## config.mk

```make
export PLATFORM = sky130hd
export DESIGN_NAME = frequency_counter_seven_segment
export DESIGN_NICKNAME = d
export VERILOG_FILES = /design/src/fcss_pkg.sv /design/src/fcss_gate.sv /design/src/fcss_scan.sv /design/src/frequency_counter_seven_segment.sv
export SDC_FILE = /design/constraint.sdc
export NUM_CORES = 1
export LEC_CHECK = 0
export BUFFER_PORTS_ARGS = -buffer_cell sky130_fd_sc_hd__buf_4
export CAP_MARGIN = 20
export CELL_PAD_IN_SITES_DETAIL_PLACEMENT = 1
export CELL_PAD_IN_SITES_GLOBAL_PLACEMENT = 1
export CORE_UTILIZATION = 30
export DETAILED_ROUTE_END_ITERATION = 7
export PLACE_DENSITY_LB_ADDON = 0.1
export SLEW_MARGIN = 15
export SYNTH_ARGS = -nofsm -noshare
export SYNTH_HDL_FRONTEND = slang
export SYNTH_SLANG_ARGS = --single-unit
```

## constraint.sdc

```tcl
create_clock -name clk -period 12.5 [get_ports clk]
set_clock_uncertainty 0.1 [all_clocks]
set_input_delay 0.625 -clock clk [delete_from_list [all_inputs] [get_ports clk]]
set_output_delay 0.625 -clock clk [all_outputs]
set_load 0.1 [all_outputs]
```

## src/fcss_pkg.sv

```systemverilog
package fcss_pkg;

  // Width of the saturating pulse counter.
  localparam int COUNT_WIDTH = 20;

  localparam int GATE_WIDTH  = 16;
  localparam int DWELL_WIDTH = 8;
  localparam int VALUE_WIDTH = 10;
  localparam int CFG_INDEX_WIDTH = 1;
  localparam int CFG_DATA_WIDTH  = 16;

  localparam logic [GATE_WIDTH-1:0]  GATE_RESET  = GATE_WIDTH'(1000);
  localparam logic [DWELL_WIDTH-1:0] DWELL_RESET = DWELL_WIDTH'(6);
  localparam logic [VALUE_WIDTH-1:0] SHOW_MAX    = VALUE_WIDTH'(999);

  // Configuration register indexes.
  localparam logic [CFG_INDEX_WIDTH-1:0] REG_GATE_MS  = 1'b0;
  localparam logic [CFG_INDEX_WIDTH-1:0] REG_DWELL_MS = 1'b1;

  typedef struct packed {
    logic signal_level;
    logic ms_tick;
  } fcss_in_t;

  typedef struct packed {
    logic [6:0]             segments;
    logic [2:0]             digit_enable;
    logic [VALUE_WIDTH-1:0] shown_value;
    logic                   overflow;
    logic                   fresh;
  } fcss_out_t;

  // Measurement state after the current item, from the gate unit.
  typedef struct packed {
    logic [VALUE_WIDTH-1:0] value;
    logic                   overflow;
    logic                   fresh;
  } fcss_meas_t;

  // Display drive after the current item, from the scan unit.
  typedef struct packed {
    logic [6:0] segments;
    logic [2:0] digit_enable;
  } fcss_disp_t;

endpackage

```

## src/fcss_gate.sv

```systemverilog
module fcss_gate (
  input  logic                                clk,
  input  logic                                rst,
  input  logic                                accept,
  input  fcss_pkg::fcss_in_t                  sample,
  input  logic [fcss_pkg::GATE_WIDTH-1:0]     gate_ms,
  output fcss_pkg::fcss_meas_t                meas
);

  localparam logic [fcss_pkg::COUNT_WIDTH-1:0] COUNT_MAX = {fcss_pkg::COUNT_WIDTH{1'b1}};

  logic                                prev_level;
  logic [fcss_pkg::COUNT_WIDTH-1:0]    pulse_count;
  logic [fcss_pkg::COUNT_WIDTH-1:0]    pulse_count_next;
  logic [fcss_pkg::COUNT_WIDTH-1:0]    pulse_counted;
  logic [fcss_pkg::GATE_WIDTH-1:0]     gate_count;
  logic [fcss_pkg::GATE_WIDTH-1:0]     gate_count_next;
  logic [fcss_pkg::GATE_WIDTH:0]       gate_inc;
  logic [fcss_pkg::GATE_WIDTH:0]       gate_len;
  logic [fcss_pkg::VALUE_WIDTH-1:0]    latched_value;
  logic                                overflow_flag;
  logic                                gate_done;

  always_comb begin
    // The falling edge of this item is counted before the gate may close.
    if (prev_level && !sample.signal_level && pulse_count != COUNT_MAX) begin
      pulse_counted = pulse_count + 1'b1;
    end else begin
      pulse_counted = pulse_count;
    end

    gate_len  = (gate_ms == '0) ? (fcss_pkg::GATE_WIDTH+1)'(1) : {1'b0, gate_ms};
    gate_inc  = {1'b0, gate_count} + 1'b1;
    gate_done = sample.ms_tick && (gate_inc >= gate_len);

    pulse_count_next = gate_done ? '0 : pulse_counted;
    if (gate_done) begin
      gate_count_next = '0;
    end else if (sample.ms_tick) begin
      gate_count_next = gate_inc[fcss_pkg::GATE_WIDTH-1:0];
    end else begin
      gate_count_next = gate_count;
    end

    meas.value    = latched_value;
    meas.overflow = overflow_flag;
    meas.fresh    = gate_done;
    if (gate_done) begin
      if (pulse_counted > fcss_pkg::COUNT_WIDTH'(fcss_pkg::SHOW_MAX)) begin
        meas.value    = fcss_pkg::SHOW_MAX;
        meas.overflow = 1'b1;
      end else begin
        meas.value    = pulse_counted[fcss_pkg::VALUE_WIDTH-1:0];
        meas.overflow = 1'b0;
      end
    end
  end

  always_ff @(posedge clk) begin
    if (rst) begin
      prev_level    <= 1'b0;
      pulse_count   <= '0;
      gate_count    <= '0;
      latched_value <= '0;
      overflow_flag <= 1'b0;
    end else if (accept) begin
      prev_level    <= sample.signal_level;
      pulse_count   <= pulse_count_next;
      gate_count    <= gate_count_next;
      latched_value <= meas.value;
      overflow_flag <= meas.overflow;
    end
  end

  a_value_capped: assert property (@(posedge clk) disable iff (rst)
    latched_value <= fcss_pkg::SHOW_MAX)
    else $error("latched value above display range");

  a_overflow_shows_max: assert property (@(posedge clk) disable iff (rst)
    overflow_flag |-> latched_value == fcss_pkg::SHOW_MAX)
    else $error("overflow set without saturated value");

  a_gate_restarts: assert property (@(posedge clk) disable iff (rst)
    accept && gate_done |=> gate_count == '0 && pulse_count == '0)
    else $error("counters not restarted at gate end");

endmodule

```

## src/fcss_scan.sv

```systemverilog
module fcss_scan (
  input  logic                                clk,
  input  logic                                rst,
  input  logic                                accept,
  input  logic                                ms_tick,
  input  logic [fcss_pkg::DWELL_WIDTH-1:0]    dwell_ms,
  input  logic [fcss_pkg::VALUE_WIDTH-1:0]    value,
  output fcss_pkg::fcss_disp_t                disp
);

  logic [fcss_pkg::DWELL_WIDTH-1:0] dwell_count;
  logic [fcss_pkg::DWELL_WIDTH-1:0] dwell_count_next;
  logic [fcss_pkg::DWELL_WIDTH:0]   dwell_inc;
  logic [fcss_pkg::DWELL_WIDTH:0]   dwell_len;
  logic [1:0]                       digit_index;
  logic [1:0]                       digit_index_next;
  logic [15:0]                      hund_prod;
  logic [3:0]                       hund;
  logic [9:0]                       hund_part;
  logic [6:0]                       rem;
  logic [14:0]                      tens_prod;
  logic [3:0]                       tens;
  logic [3:0]                       units;

  function automatic logic [6:0] seg_font(input logic [3:0] digit);
    logic [6:0] pattern;
    unique case (digit)
      4'd0:    pattern = 7'h3F;
      4'd1:    pattern = 7'h06;
      4'd2:    pattern = 7'h5B;
      4'd3:    pattern = 7'h4F;
      4'd4:    pattern = 7'h66;
      4'd5:    pattern = 7'h6D;
      4'd6:    pattern = 7'h7D;
      4'd7:    pattern = 7'h07;
      4'd8:    pattern = 7'h7F;
      4'd9:    pattern = 7'h6F;
      default: pattern = 7'h00;
    endcase
    return pattern;
  endfunction

  always_comb begin
    dwell_len = (dwell_ms == '0) ? (fcss_pkg::DWELL_WIDTH+1)'(1) : {1'b0, dwell_ms};
    dwell_inc = {1'b0, dwell_count} + 1'b1;
    dwell_count_next = dwell_count;
    digit_index_next = digit_index;
    if (ms_tick) begin
      if (dwell_inc >= dwell_len) begin
        dwell_count_next = '0;
        digit_index_next = (digit_index >= 2'd2) ? 2'd0 : digit_index + 2'd1;
      end else begin
        dwell_count_next = dwell_inc[fcss_pkg::DWELL_WIDTH-1:0];
      end
    end

    // Decimal split by reciprocal multiplication; exact for values up to 999.
    hund_prod = 16'(value) * 16'd41;
    hund      = hund_prod[15:12];
    hund_part = 10'(hund) * 10'd100;
    rem       = 7'(value - hund_part);
    tens_prod = 15'(rem) * 15'd205;
    tens      = tens_prod[14:11];
    units     = 4'(rem - 7'(tens) * 7'd10);

    unique case (digit_index_next)
      2'd0: begin
        disp.segments     = seg_font(hund);
        disp.digit_enable = 3'b001;
      end
      2'd1: begin
        disp.segments     = seg_font(tens);
        disp.digit_enable = 3'b010;
      end
      2'd2: begin
        disp.segments     = seg_font(units);
        disp.digit_enable = 3'b100;
      end
      default: begin
        disp.segments     = 7'h00;
        disp.digit_enable = 3'b000;
      end
    endcase
  end

  always_ff @(posedge clk) begin
    if (rst) begin
      dwell_count <= '0;
      digit_index <= 2'd0;
    end else if (accept) begin
      dwell_count <= dwell_count_next;
      digit_index <= digit_index_next;
    end
  end

  a_index_in_range: assert property (@(posedge clk) disable iff (rst)
    digit_index != 2'd3)
    else $error("unused digit index reached");

  a_hold_without_tick: assert property (@(posedge clk) disable iff (rst)
    accept && !ms_tick |=> $stable(digit_index) && $stable(dwell_count))
    else $error("scan advanced without a strobe");

  a_enable_onehot: assert property (@(posedge clk) disable iff (rst)
    $onehot(disp.digit_enable))
    else $error("digit select not one-hot");

endmodule

```

## src/frequency_counter_seven_segment.sv

```systemverilog
// Channel | Direction | Handshake                   | Payload
// sample  | in        | sample_valid / sample_ready | fcss_in_t  (signal_level, ms_tick)
// result  | out       | result_valid / result_ready | fcss_out_t (segments .. fresh)
// cfg     | in        | cfg_we                      | cfg_index, cfg_data
//
// One item per clock unless the result side stalls: each accepted item updates the
// counters and display scan in the same cycle, and its result is held in the output
// register the next cycle. sample_ready is high whenever the output register is
// empty or being drained, so a stall on the result side holds back the input.
// rst is synchronous; it clears all counters and loads gate_ms 1000, dwell_ms 6.
module frequency_counter_seven_segment (
  input  logic                                  clk,
  input  logic                                  rst,
  input  logic                                  sample_valid,
  output logic                                  sample_ready,
  input  fcss_pkg::fcss_in_t                    sample,
  output logic                                  result_valid,
  input  logic                                  result_ready,
  output fcss_pkg::fcss_out_t                   result,
  input  logic                                  cfg_we,
  input  logic [fcss_pkg::CFG_INDEX_WIDTH-1:0]  cfg_index,
  input  logic [fcss_pkg::CFG_DATA_WIDTH-1:0]   cfg_data
);

  logic [fcss_pkg::GATE_WIDTH-1:0]  gate_ms;
  logic [fcss_pkg::DWELL_WIDTH-1:0] dwell_ms;
  logic                             accept;
  fcss_pkg::fcss_meas_t             meas;
  fcss_pkg::fcss_disp_t             disp;
  fcss_pkg::fcss_out_t              result_next;

  assign sample_ready = !result_valid || result_ready;
  assign accept       = sample_valid && sample_ready;

  always_ff @(posedge clk) begin
    if (rst) begin
      gate_ms  <= fcss_pkg::GATE_RESET;
      dwell_ms <= fcss_pkg::DWELL_RESET;
    end else if (cfg_we) begin
      if (cfg_index == fcss_pkg::REG_GATE_MS) begin
        gate_ms <= cfg_data[fcss_pkg::GATE_WIDTH-1:0];
      end else if (cfg_index == fcss_pkg::REG_DWELL_MS) begin
        dwell_ms <= cfg_data[fcss_pkg::DWELL_WIDTH-1:0];
      end
    end
  end

  fcss_gate u_gate (
    .clk     (clk),
    .rst     (rst),
    .accept  (accept),
    .sample  (sample),
    .gate_ms (gate_ms),
    .meas    (meas)
  );

  fcss_scan u_scan (
    .clk      (clk),
    .rst      (rst),
    .accept   (accept),
    .ms_tick  (sample.ms_tick),
    .dwell_ms (dwell_ms),
    .value    (meas.value),
    .disp     (disp)
  );

  always_comb begin
    result_next.segments     = disp.segments;
    result_next.digit_enable = disp.digit_enable;
    result_next.shown_value  = meas.value;
    result_next.overflow     = meas.overflow;
    result_next.fresh        = meas.fresh;
  end

  always_ff @(posedge clk) begin
    if (rst) begin
      result_valid <= 1'b0;
    end else if (accept) begin
      result_valid <= 1'b1;
    end else if (result_ready) begin
      result_valid <= 1'b0;
    end
  end

  always_ff @(posedge clk) begin
    if (accept) begin
      result <= result_next;
    end
  end

  a_accept_fills: assert property (@(posedge clk) disable iff (rst)
    accept |=> result_valid)
    else $error("accepted item produced no result");

  a_empty_takes: assert property (@(posedge clk) disable iff (rst)
    !result_valid |-> sample_ready)
    else $error("input blocked with empty output register");

  a_result_range: assert property (@(posedge clk) disable iff (rst)
    result_valid |-> result.shown_value <= fcss_pkg::SHOW_MAX
                     && $onehot0(result.digit_enable))
    else $error("result outside display range");

endmodule
```

## Yosys cells after proc, flatten, opt, wreduce, memory -nomap -nowiden

Memory sizes are Yosys's and may differ from the RTL's.
Index checks and enable logic that the tools add are counted.
W data, S select, Z words.

| word-level totals | value |
|---|---|
| flip-flop bits (word level) | 105 |
| bits in read-only memories | 336 |
| input port bits | 24 |
| output and inout bits | 24 |
| logic and storage cells | 67 |
| memories kept | 3 |

Memory list:

| memory | words | bits a word | read ports | clocked after memory_dff | wr ports | line | source |
|---|---|---|---|---|---|---|---|
| (name not given) | 16 | 7 | 1 | 0 | 0 | fcss_scan.sv:27 | `unique case (digit)` |
| (name not given) | 16 | 7 | 1 | 0 | 0 | fcss_scan.sv:27 |  |
| (name not given) | 16 | 7 | 1 | 0 | 0 | fcss_scan.sv:27 |  |

| operators by class | value |
|---|---|
| $add $sub $neg | 6 |
| multiply operators | 4 |
| $lt $le $gt $ge | 4 |
| equal/unequal tests | 3 |
| muxes and demuxes | 15 |
| bitwise logic cells | 1 |
| reductions and logical operators | 16 |

Operators with widths:

| kind | count |
|---|---|
| $mux W16 | 3 |
| $mux W20 | 2 |
| $pmux W10 S3 | 1 |
| $mux W11 | 2 |
| $add A20 B1 Y20 const B | 1 |
| $gt A20 B10 Y1 const B | 1 |
| $ne A20 B20 Y1 const B | 1 |
| $add A16 B1 Y17 const B | 1 |
| $ge A17 B17 Y1 | 1 |
| $logic_not A16 Y1 | 1 |
| $mul A10 B6 Y16 const B | 1 |
| $mux W8 | 2 |
| $mul A7 B8 Y15 const B | 1 |
| $add A8 B1 Y9 const B | 1 |
| $ge A9 B9 Y1 | 1 |
| $logic_not A8 Y1 | 1 |
| $reduce_and A2 Y1 | 4 |
| $sub A7 B7 Y7 | 1 |
| $mux W2 | 3 |
| $mul A4 B5 Y5 const B | 1 |
| $logic_and A1 B1 Y1 | 4 |
| $mul A4 B3 Y3 const B | 1 |
| $reduce_bool A2 Y1 | 2 |
| $sub A4 B4 Y4 | 1 |
| other kinds (9) | 11 |

## Logic depth before layout (Yosys ltp)

Gate-level depths: netlist (run 1).
An unclocked memory read counts as a cell.

| depth | value |
|---|---|
| word-level depth | 15 |
| depth in mapped cells | 62 |
| depth with buffers taken out | 58 |

## Cells and area by module

Synthesis (run 1) repeated with hierarchy kept, for this count alone.

| unflattened totals | value |
|---|---|
| cell total of the unflattened synthesis | 966 |
| area total of the unflattened synthesis | 8441.8 um^2 |

By module, submodules not included:

| module | instances | cells an instance | area each (um^2) | seq. area each (um^2) |
|---|---|---|---|---|
| fcss_gate | 1 | 439 | 3387.0 | 960.9 |
| fcss_scan | 1 | 396 | 3308.2 | 200.2 |
| frequency_counter_seven_segment | 1 | 131 | 1746.7 | 1161.1 |

## Worst setup path after synthesis (run 1)

Ideal clock, no wire load.

| timing path | value |
|---|---|
| path type | register to register |
| start | register u_gate.gate_count[2] (netlist bit) |
| end | register result[19] (netlist bit) (data pin) |
| setup time | 0.262 ns |
| arrival time | 12.770 ns |
| required time | 12.138 ns |
| slack | -0.631 ns |
| stages on the path, launching flop included | 58 |
| buffers on the path | 5 |
| period minus slack after synthesis | 13.131 ns |
| path through | dfxtp_1 -> and3_1 -> and3_1 -> clkbuf_1 -> nand3_1 -> or2_2 -> xnor2_1 -> ha_1 -> nand2_1 -> or2_2 -> a311oi_1 -> or4b_1 -> nor2b_1 -> buf_2 -> clkbuf_1 -> buf_1 -> nor2_1 -> a31oi_1 -> (+22 left out) -> fa_1 -> ha_1 -> ha_1 -> ha_1 -> a21o_1 -> a21o_1 -> a21o_1 -> a21o_1 -> a21o_1 -> a311oi_1 -> fa_1 -> xor2_1 -> xnor2_1 -> xnor3_1 -> buf_6 -> mux2_4 -> a221oi_2 -> a21oi_1 |

RTL lines:

| what | line | source |
|---|---|---|
| from (decl) | fcss_gate.sv:16 | `logic [fcss_pkg::GATE_WIDTH-1:0] gate_count;` |
| from (signal assigned) | fcss_gate.sv:69 | `gate_count <= gate_count_next;` |
| to (signal assigned) | frequency_counter_seven_segment.sv:87 | `result <= result_next;` |
| to (decl) | frequency_counter_seven_segment.sv:19 | `output fcss_pkg::fcss_out_t result,` |

==> results.sh, run 1 <==
export IMPL_maxCapViolations=0
export IMPL_ys_top_cells_by_area="dfxtp_1, ha_1, edfxtp_1"
export IMPL_grt_setup_unrepaired="true"
export IMPL_gp_congestion=0.804
export IMPL_finalCritPeriodShare=0.980
export IMPL_grt_overflow=0
export IMPL_die_area_um2=28800
export IMPL_layout_nets=1268
export IMPL_netlist_instances=1014
export IMPL_insertion_delay_ps=370
export IMPL_cts_tree="done"
export IMPL_cp_required_ps=12520
export IMPL_drtAntennaViolNets=0
export IMPL_vias=7588
export IMPL_hold_viol=0
export IMPL_ir_drop_uv=64.1
export IMPL_cp_arrival_ps=12270
export IMPL_initial_utilization=0.305
export IMPL_fmax_mhz=81.6
export IMPL_die_w_um=170
export IMPL_worstMarginPinSlew_ps=951
export IMPL_critPathLaunchType="flop"
export IMPL_status="complete, no violations"
export IMPL_finalSetupTns_ps=0
export IMPL_hold_buffers=0
export IMPL_critPathKind="flop to flop"
export IMPL_layout_drive_gt1_share=0.243
export IMPL_post_drt_via_cell_ratio=5.06
export IMPL_async_flop_share=0
export IMPL_std_cell_rows=61
export IMPL_maxSlewHeadroom=0.348
export IMPL_grt_pass1_wl_um=41400
export IMPL_drcViolationCount=0
export IMPL_final_cell_mix="buf_4, nand2_1, ha_1, a21oi_1, nor2_1"
export IMPL_dieHeight_um=170
export IMPL_ys_seq_area_frac=0.275
export IMPL_min_period_ps=12250
export IMPL_drt_wirelength_per_cell_um=17.5
export IMPL_critPathMaxFanout=6
export IMPL_finalSetupViolations=0
export IMPL_powerDensity_nw_per_um2=82.4
export IMPL_dr_pass1_iters=4
export IMPL_core_um2=27700
export IMPL_yosysWarnings=0
export IMPL_ys_types=79
export IMPL_syn_num_nets=1164
export IMPL_synth_largest_area_cell="dfxtp_1"
export IMPL_final_common_cell="buf_4"
export IMPL_drt_iter0_drc=356
export IMPL_routed_wl_um=26300
export IMPL_cts_htree_levels=3
export IMPL_clk_pin_slew_ps=90
export IMPL_final_max_slew_viol_count=0
export IMPL_synth_top_area_share=0.197
export IMPL_synth_edff_count=22
export IMPL_setup_worst_path_end_class="flop"
export IMPL_grt_antenna_before_repair=0
export IMPL_num_io_pins=48
export IMPL_cts_root_buf="clkbuf_16"
export IMPL_cts_made_buffers=9
export IMPL_critPathSlowestCell="fa_1"
export IMPL_synth_area_um2=8450
export IMPL_dpl_hpwl_um=19100
export IMPL_syn_avg_cell_area_um2=8.33
export IMPL_final_util=0.387
export IMPL_synth_flop_cell="dfxtp_1"
export IMPL_clockBufferDepth=2
export IMPL_min_path_type="flop to flop"
export IMPL_cts_sinks=105
export IMPL_grt_start_max_net_pins=84
export IMPL_syn_to_final_growth_pct=26.8
export IMPL_grt_pass1_vias=7813
export IMPL_cpPeakStageDelay_ps=510
export IMPL_antenna_cells=0
export IMPL_leakagePower_uw=0.00466
export IMPL_numPortBuffers=47
export IMPL_cp_common_cell="ha_4"
export IMPL_yosys_register_bits=105
export IMPL_grtUsageTotal=0.182
-- per-layer routing --
metal,up-vias,part of all wire,global-route usage
met5,-,0,0
met4,0,0.013,0.0427
met3,21,0.019,0.0237
met2,73,0.49,0.315
met1,3708,0.47,0.237
li1,3786,-,-
-- logic make-up after synthesis --
group,share of synthesized area
buf+inv,0.0572
xor+xnor,0.0532
flops,0.275
fa+ha+maj,0.201
mux,0.0201
simple gates,0.211
compound gates,0.183
-- power breakdown --
part / internal, uW / total, uW / switching, uW / leakage [uW]
Combinational: 86.0 / 234 / 148 / 0.00364
Sequential: 358 / 365 / 6.66 / 0.000889
Clock: 138 / 285 / 147 / 0.000127
-- critical path: cells and delay by family (launching register included) --
kind,cells,cell delay [ps]
AO/OA/AOI/OAI,12,2550
XOR/XNOR,6,1080
adder cells (fa/ha/maj),14,4260
buffers and inverters,8,660
flip-flops,1,380
multiplexers,1,340
AND/OR/NAND/NOR,16,2650
-- through the flow --
| stage | total power (uW) | setup WS (ps) | hold slack (ps) | std cells | area, um2 |
|---|---|---|---|---|---|
| floorplan | 524 | 12.1 | 336 | 1014 | 8600 |
| global placement | 579 | 100 | 348 | 1445 | 9600 |
| detailed placement | 580 | -107 | 351 | 1445 | 9600 |
| CTS | 871 | -3.58 | 352 | 1466 | 9940 |
| global route | 929 | -245 | 356 | 1501 | 10700 |
| finish | 883 | 248 | 364 | 1501 | 10700 |
-- cell usage after synthesis, types with 7 or more instances --
master / instances
a211o_1: 8
a211oi_1: 7
a21o_1: 16
a21oi_1: 86
a22oi_1: 13
a31oi_1: 12
and2_1: 11
and3_1: 14
buf_2: 8
clkbuf_1: 32
dfxtp_1: 83
edfxtp_1: 22
fa_1: 13
ha_1: 113
inv_1: 77
mux2i_1: 11
nand2_1: 116
nand2b_1: 8
nand3_1: 23
nand3b_1: 13
nand4_1: 12
nor2_1: 86
nor2b_1: 16
nor3_1: 21
nor4_1: 12
o211ai_1: 8
o21ai_0: 34
or2_2: 7
xnor2_1: 27
xor2_1: 18
-- layout make-up --
| cell class | count | area (um2) |
|---|---|---|
| clock inverter | 5 | 38.8 |
| clock buffer | 11 | 233 |
| sequential | 105 | 2330 |
| inverter | 78 | 293 |
| fill | 3228 | 17000 |
| timing repair buffer | 137 | 1070 |
| multi-input combinational | 787 | 6280 |
| tap | 378 | 473 |
-- sequential cells by signal, summed over array words and instances (netlist names) --
register,count
result,22
u_gate.pulse_count,20
gate_ms,16
u_gate.gate_count,16
u_gate.latched_value,10
dwell_ms,8
u_scan.dwell_count,8
u_scan.digit_index,2
result_valid,1
u_gate.overflow_flag,1
u_gate.prev_level,1
-- final timing paths --
kind	slack, ps	from	endpoint	cells after the start
max	250	u_gate.gate_count[0]$_SDFFE_PP0P_	result[19]$_DFFE_PP_	57
max reg2reg	250	u_gate.gate_count[0]$_SDFFE_PP0P_	result[19]$_DFFE_PP_	57
min	360	u_gate.latched_value[1]$_SDFFE_PP0P_	u_gate.latched_value[1]$_SDFFE_PP0P_	2
min reg2reg	360	u_gate.latched_value[1]$_SDFFE_PP0P_	u_gate.latched_value[1]$_SDFFE_PP0P_	2
-- repair_timing --
action	in CTS	in global routing
resized for setup	8	92
setup endpoints to repair	6	7
pin swaps	5	52
setup buffers	5	35
Note: power is estimated with default switching activity, not from simulation.
==> run 2: changes to the inputs <==
Settings changed: CTS_BUF_LIST from default to sky130_fd_sc_hd__clkbuf_16.
==> run 2 against run 1 <==
Against the previous run:
- highest routed layer unchanged
- cell area unchanged
- largest cell class unchanged
- routed wire length about the same
- largest power group unchanged
- sequential share of layout area unchanged
- critical endpoint unchanged
- total power is 0.17% lower
==> results.sh, run 2 (same netlist as run 1, synthesis figures left out) <==
export IMPL_cp_common_cell="ha_4"
export IMPL_drt_wirelength_per_cell_um=17.5
export IMPL_dieHeight_um=170
export IMPL_cp_startpoint="u_gate.gate_count[0]$_SDFFE_PP0P_"
export IMPL_gp_congestion=0.804
export IMPL_status="complete, no violations"
export IMPL_cp_num_buf_inv=8
export IMPL_final_max_slew_viol_count=0
export IMPL_hold_viol=0
export IMPL_routed_wl_um=26300
export IMPL_largest_register="result"
export IMPL_rrSetupSlack_ps=250
export IMPL_initial_utilization=0.305
export IMPL_insertion_delay_ps=370
export IMPL_post_drt_via_cell_ratio=5.06
export IMPL_drtAntennaViolNets=0
export IMPL_num_fill_cells=3228
export IMPL_grt_overflow=0
export IMPL_vias=7588
export IMPL_maxSlewHeadroom=0.348
export IMPL_syn_to_final_growth_pct=26.8
export IMPL_layout_nets=1268
export IMPL_cts_htree_levels=3
export IMPL_grt_pass1_vias=7813
export IMPL_critPathMaxFanout=6
export IMPL_grt_antenna_before_repair=0
export IMPL_num_io_pins=48
export IMPL_clk_pin_slew_ps=90
export IMPL_cpPeakStageDelay_ps=510
export IMPL_finalSetupViolations=0
export IMPL_leakagePower_uw=0.00467
export IMPL_whs_path_depth=2
export IMPL_layout_drive_gt1_share=0.243
export IMPL_grt_pass1_wl_um=41400
export IMPL_reg2reg_depth=57
export IMPL_pre_cts_ws_ps=-107
export IMPL_die_w_um=170
export IMPL_grt_start_max_net_pins=84
export IMPL_dpl_hpwl_um=19100
export IMPL_worstHoldStart="u_gate.latched_value[1]$_SDFFE_PP0P_"
export IMPL_grtUsageTotal=0.182
export IMPL_seq_area_um2=2330
export IMPL_min_period_ps=12250
export IMPL_cts_root_buf="clkbuf_16"
export IMPL_finalSetupTns_ps=0
export IMPL_antenna_cells=0
export IMPL_multi_input_area_um2=6280
export IMPL_cp_top_family="adder cells"
export IMPL_cts_made_buffers=9
export IMPL_min_path_type="flop to flop"
export IMPL_ir_drop_uv=64.1
export IMPL_worstMarginPinSlew_ps=951
export IMPL_numPortBuffers=47
export IMPL_final_util=0.387
export IMPL_cts_tree="done"
export IMPL_clockBufferDepth=2
export IMPL_critPathKind="flop to flop"
export IMPL_drt_iter0_drc=356
export IMPL_powerDensity_nw_per_um2=82.3
export IMPL_reg_top3="result x22, u_gate.pulse_count x20"
export IMPL_setup_slack_ps=248
export IMPL_cts_sinks=105
export IMPL_drcViolationCount=0
export IMPL_grt_setup_unrepaired="true"
export IMPL_setup_worst_path_end_class="flop"
export IMPL_dr_pass1_iters=5
export IMPL_hold_buffers=0
export IMPL_die_area_um2=28800
export IMPL_p_total_uw=882
export IMPL_maxCapViolations=0
export IMPL_final_cell_mix="buf_4, nand2_1, ha_1, a21oi_1, nor2_1"
export IMPL_std_cell_rows=61
export IMPL_fmax_mhz=81.6
export IMPL_finalCritPeriodShare=0.980
export IMPL_critical_path_depth=57
export IMPL_cp_arrival_ps=12270
export IMPL_whs_ps=364
export IMPL_critPathSlowestCell="fa_1"
export IMPL_largest_reg_flops=22
export IMPL_core_um2=27700
export IMPL_regToRegStartpoint="u_gate.gate_count[0]$_SDFFE_PP0P_"
export IMPL_critPathLaunchType="flop"
export IMPL_cp_required_ps=12520
export IMPL_final_common_cell="buf_4"
## run 2: cell count changes in the layout (fill, tap and decap cells not counted)
cell / delta
clkbuf_1: -2
inv_1: +2
## run 2: area by class of cell
cell class                 count  share of cell area
multi-input combinational    787               0.586
sequential                   105               0.217
timing repair buffer         137              0.0995
tap                          378              0.0441
inverter                      78              0.0273
clock buffer                   9              0.0210
clock inverter                 7             0.00432
## run 2: report_power, final
| part | switching, uW | leakage (uW) | internal (uW) |
|---|---|---|---|
| Combinational | 148 | 0.00364 | 86.0 |
| Clock | 147 | 0.000135 | 136 |
| Sequential | 6.66 | 0.000889 | 358 |
| Total | 302 | 0.00467 | 580 |
## run 2: per-layer routing
layer  GRT usage  share of wire
met5           0              0
met4      0.0427          0.013
met3      0.0237          0.019
met2       0.315           0.49
met1       0.237           0.47
## run 2: stage by stage
step                      cells  area (um2)
after floorplan            1014        8600
after global routing       1501       10700
final                      1501       10700
after CTS                  1466        9940
after detailed placement   1445        9600
after global placement     1445        9600
## run 2: what timing repair did
action,4_1_cts,5_1_grt
pin swaps,5,52
endpoints found under the hold margin,0,0
buffers inserted,5,35
setup endpoints to repair,6,7
resized for setup,8,92
## run 2: worst min-delay path, stage by stage, from the launching register on
cell and delay [ps]:
dfxtp_1 310, nand2_1 50, a21oi_1 50
## run 2: worst paths after layout
| path | end |
|---|---|
| hold reg to reg | u_gate.latched_value[1]$_SDFFE_PP0P_ |
| setup / recovery | result[19]$_DFFE_PP_ |
| setup reg to reg | result[19]$_DFFE_PP_ |
| hold / removal | u_gate.latched_value[1]$_SDFFE_PP0P_ |
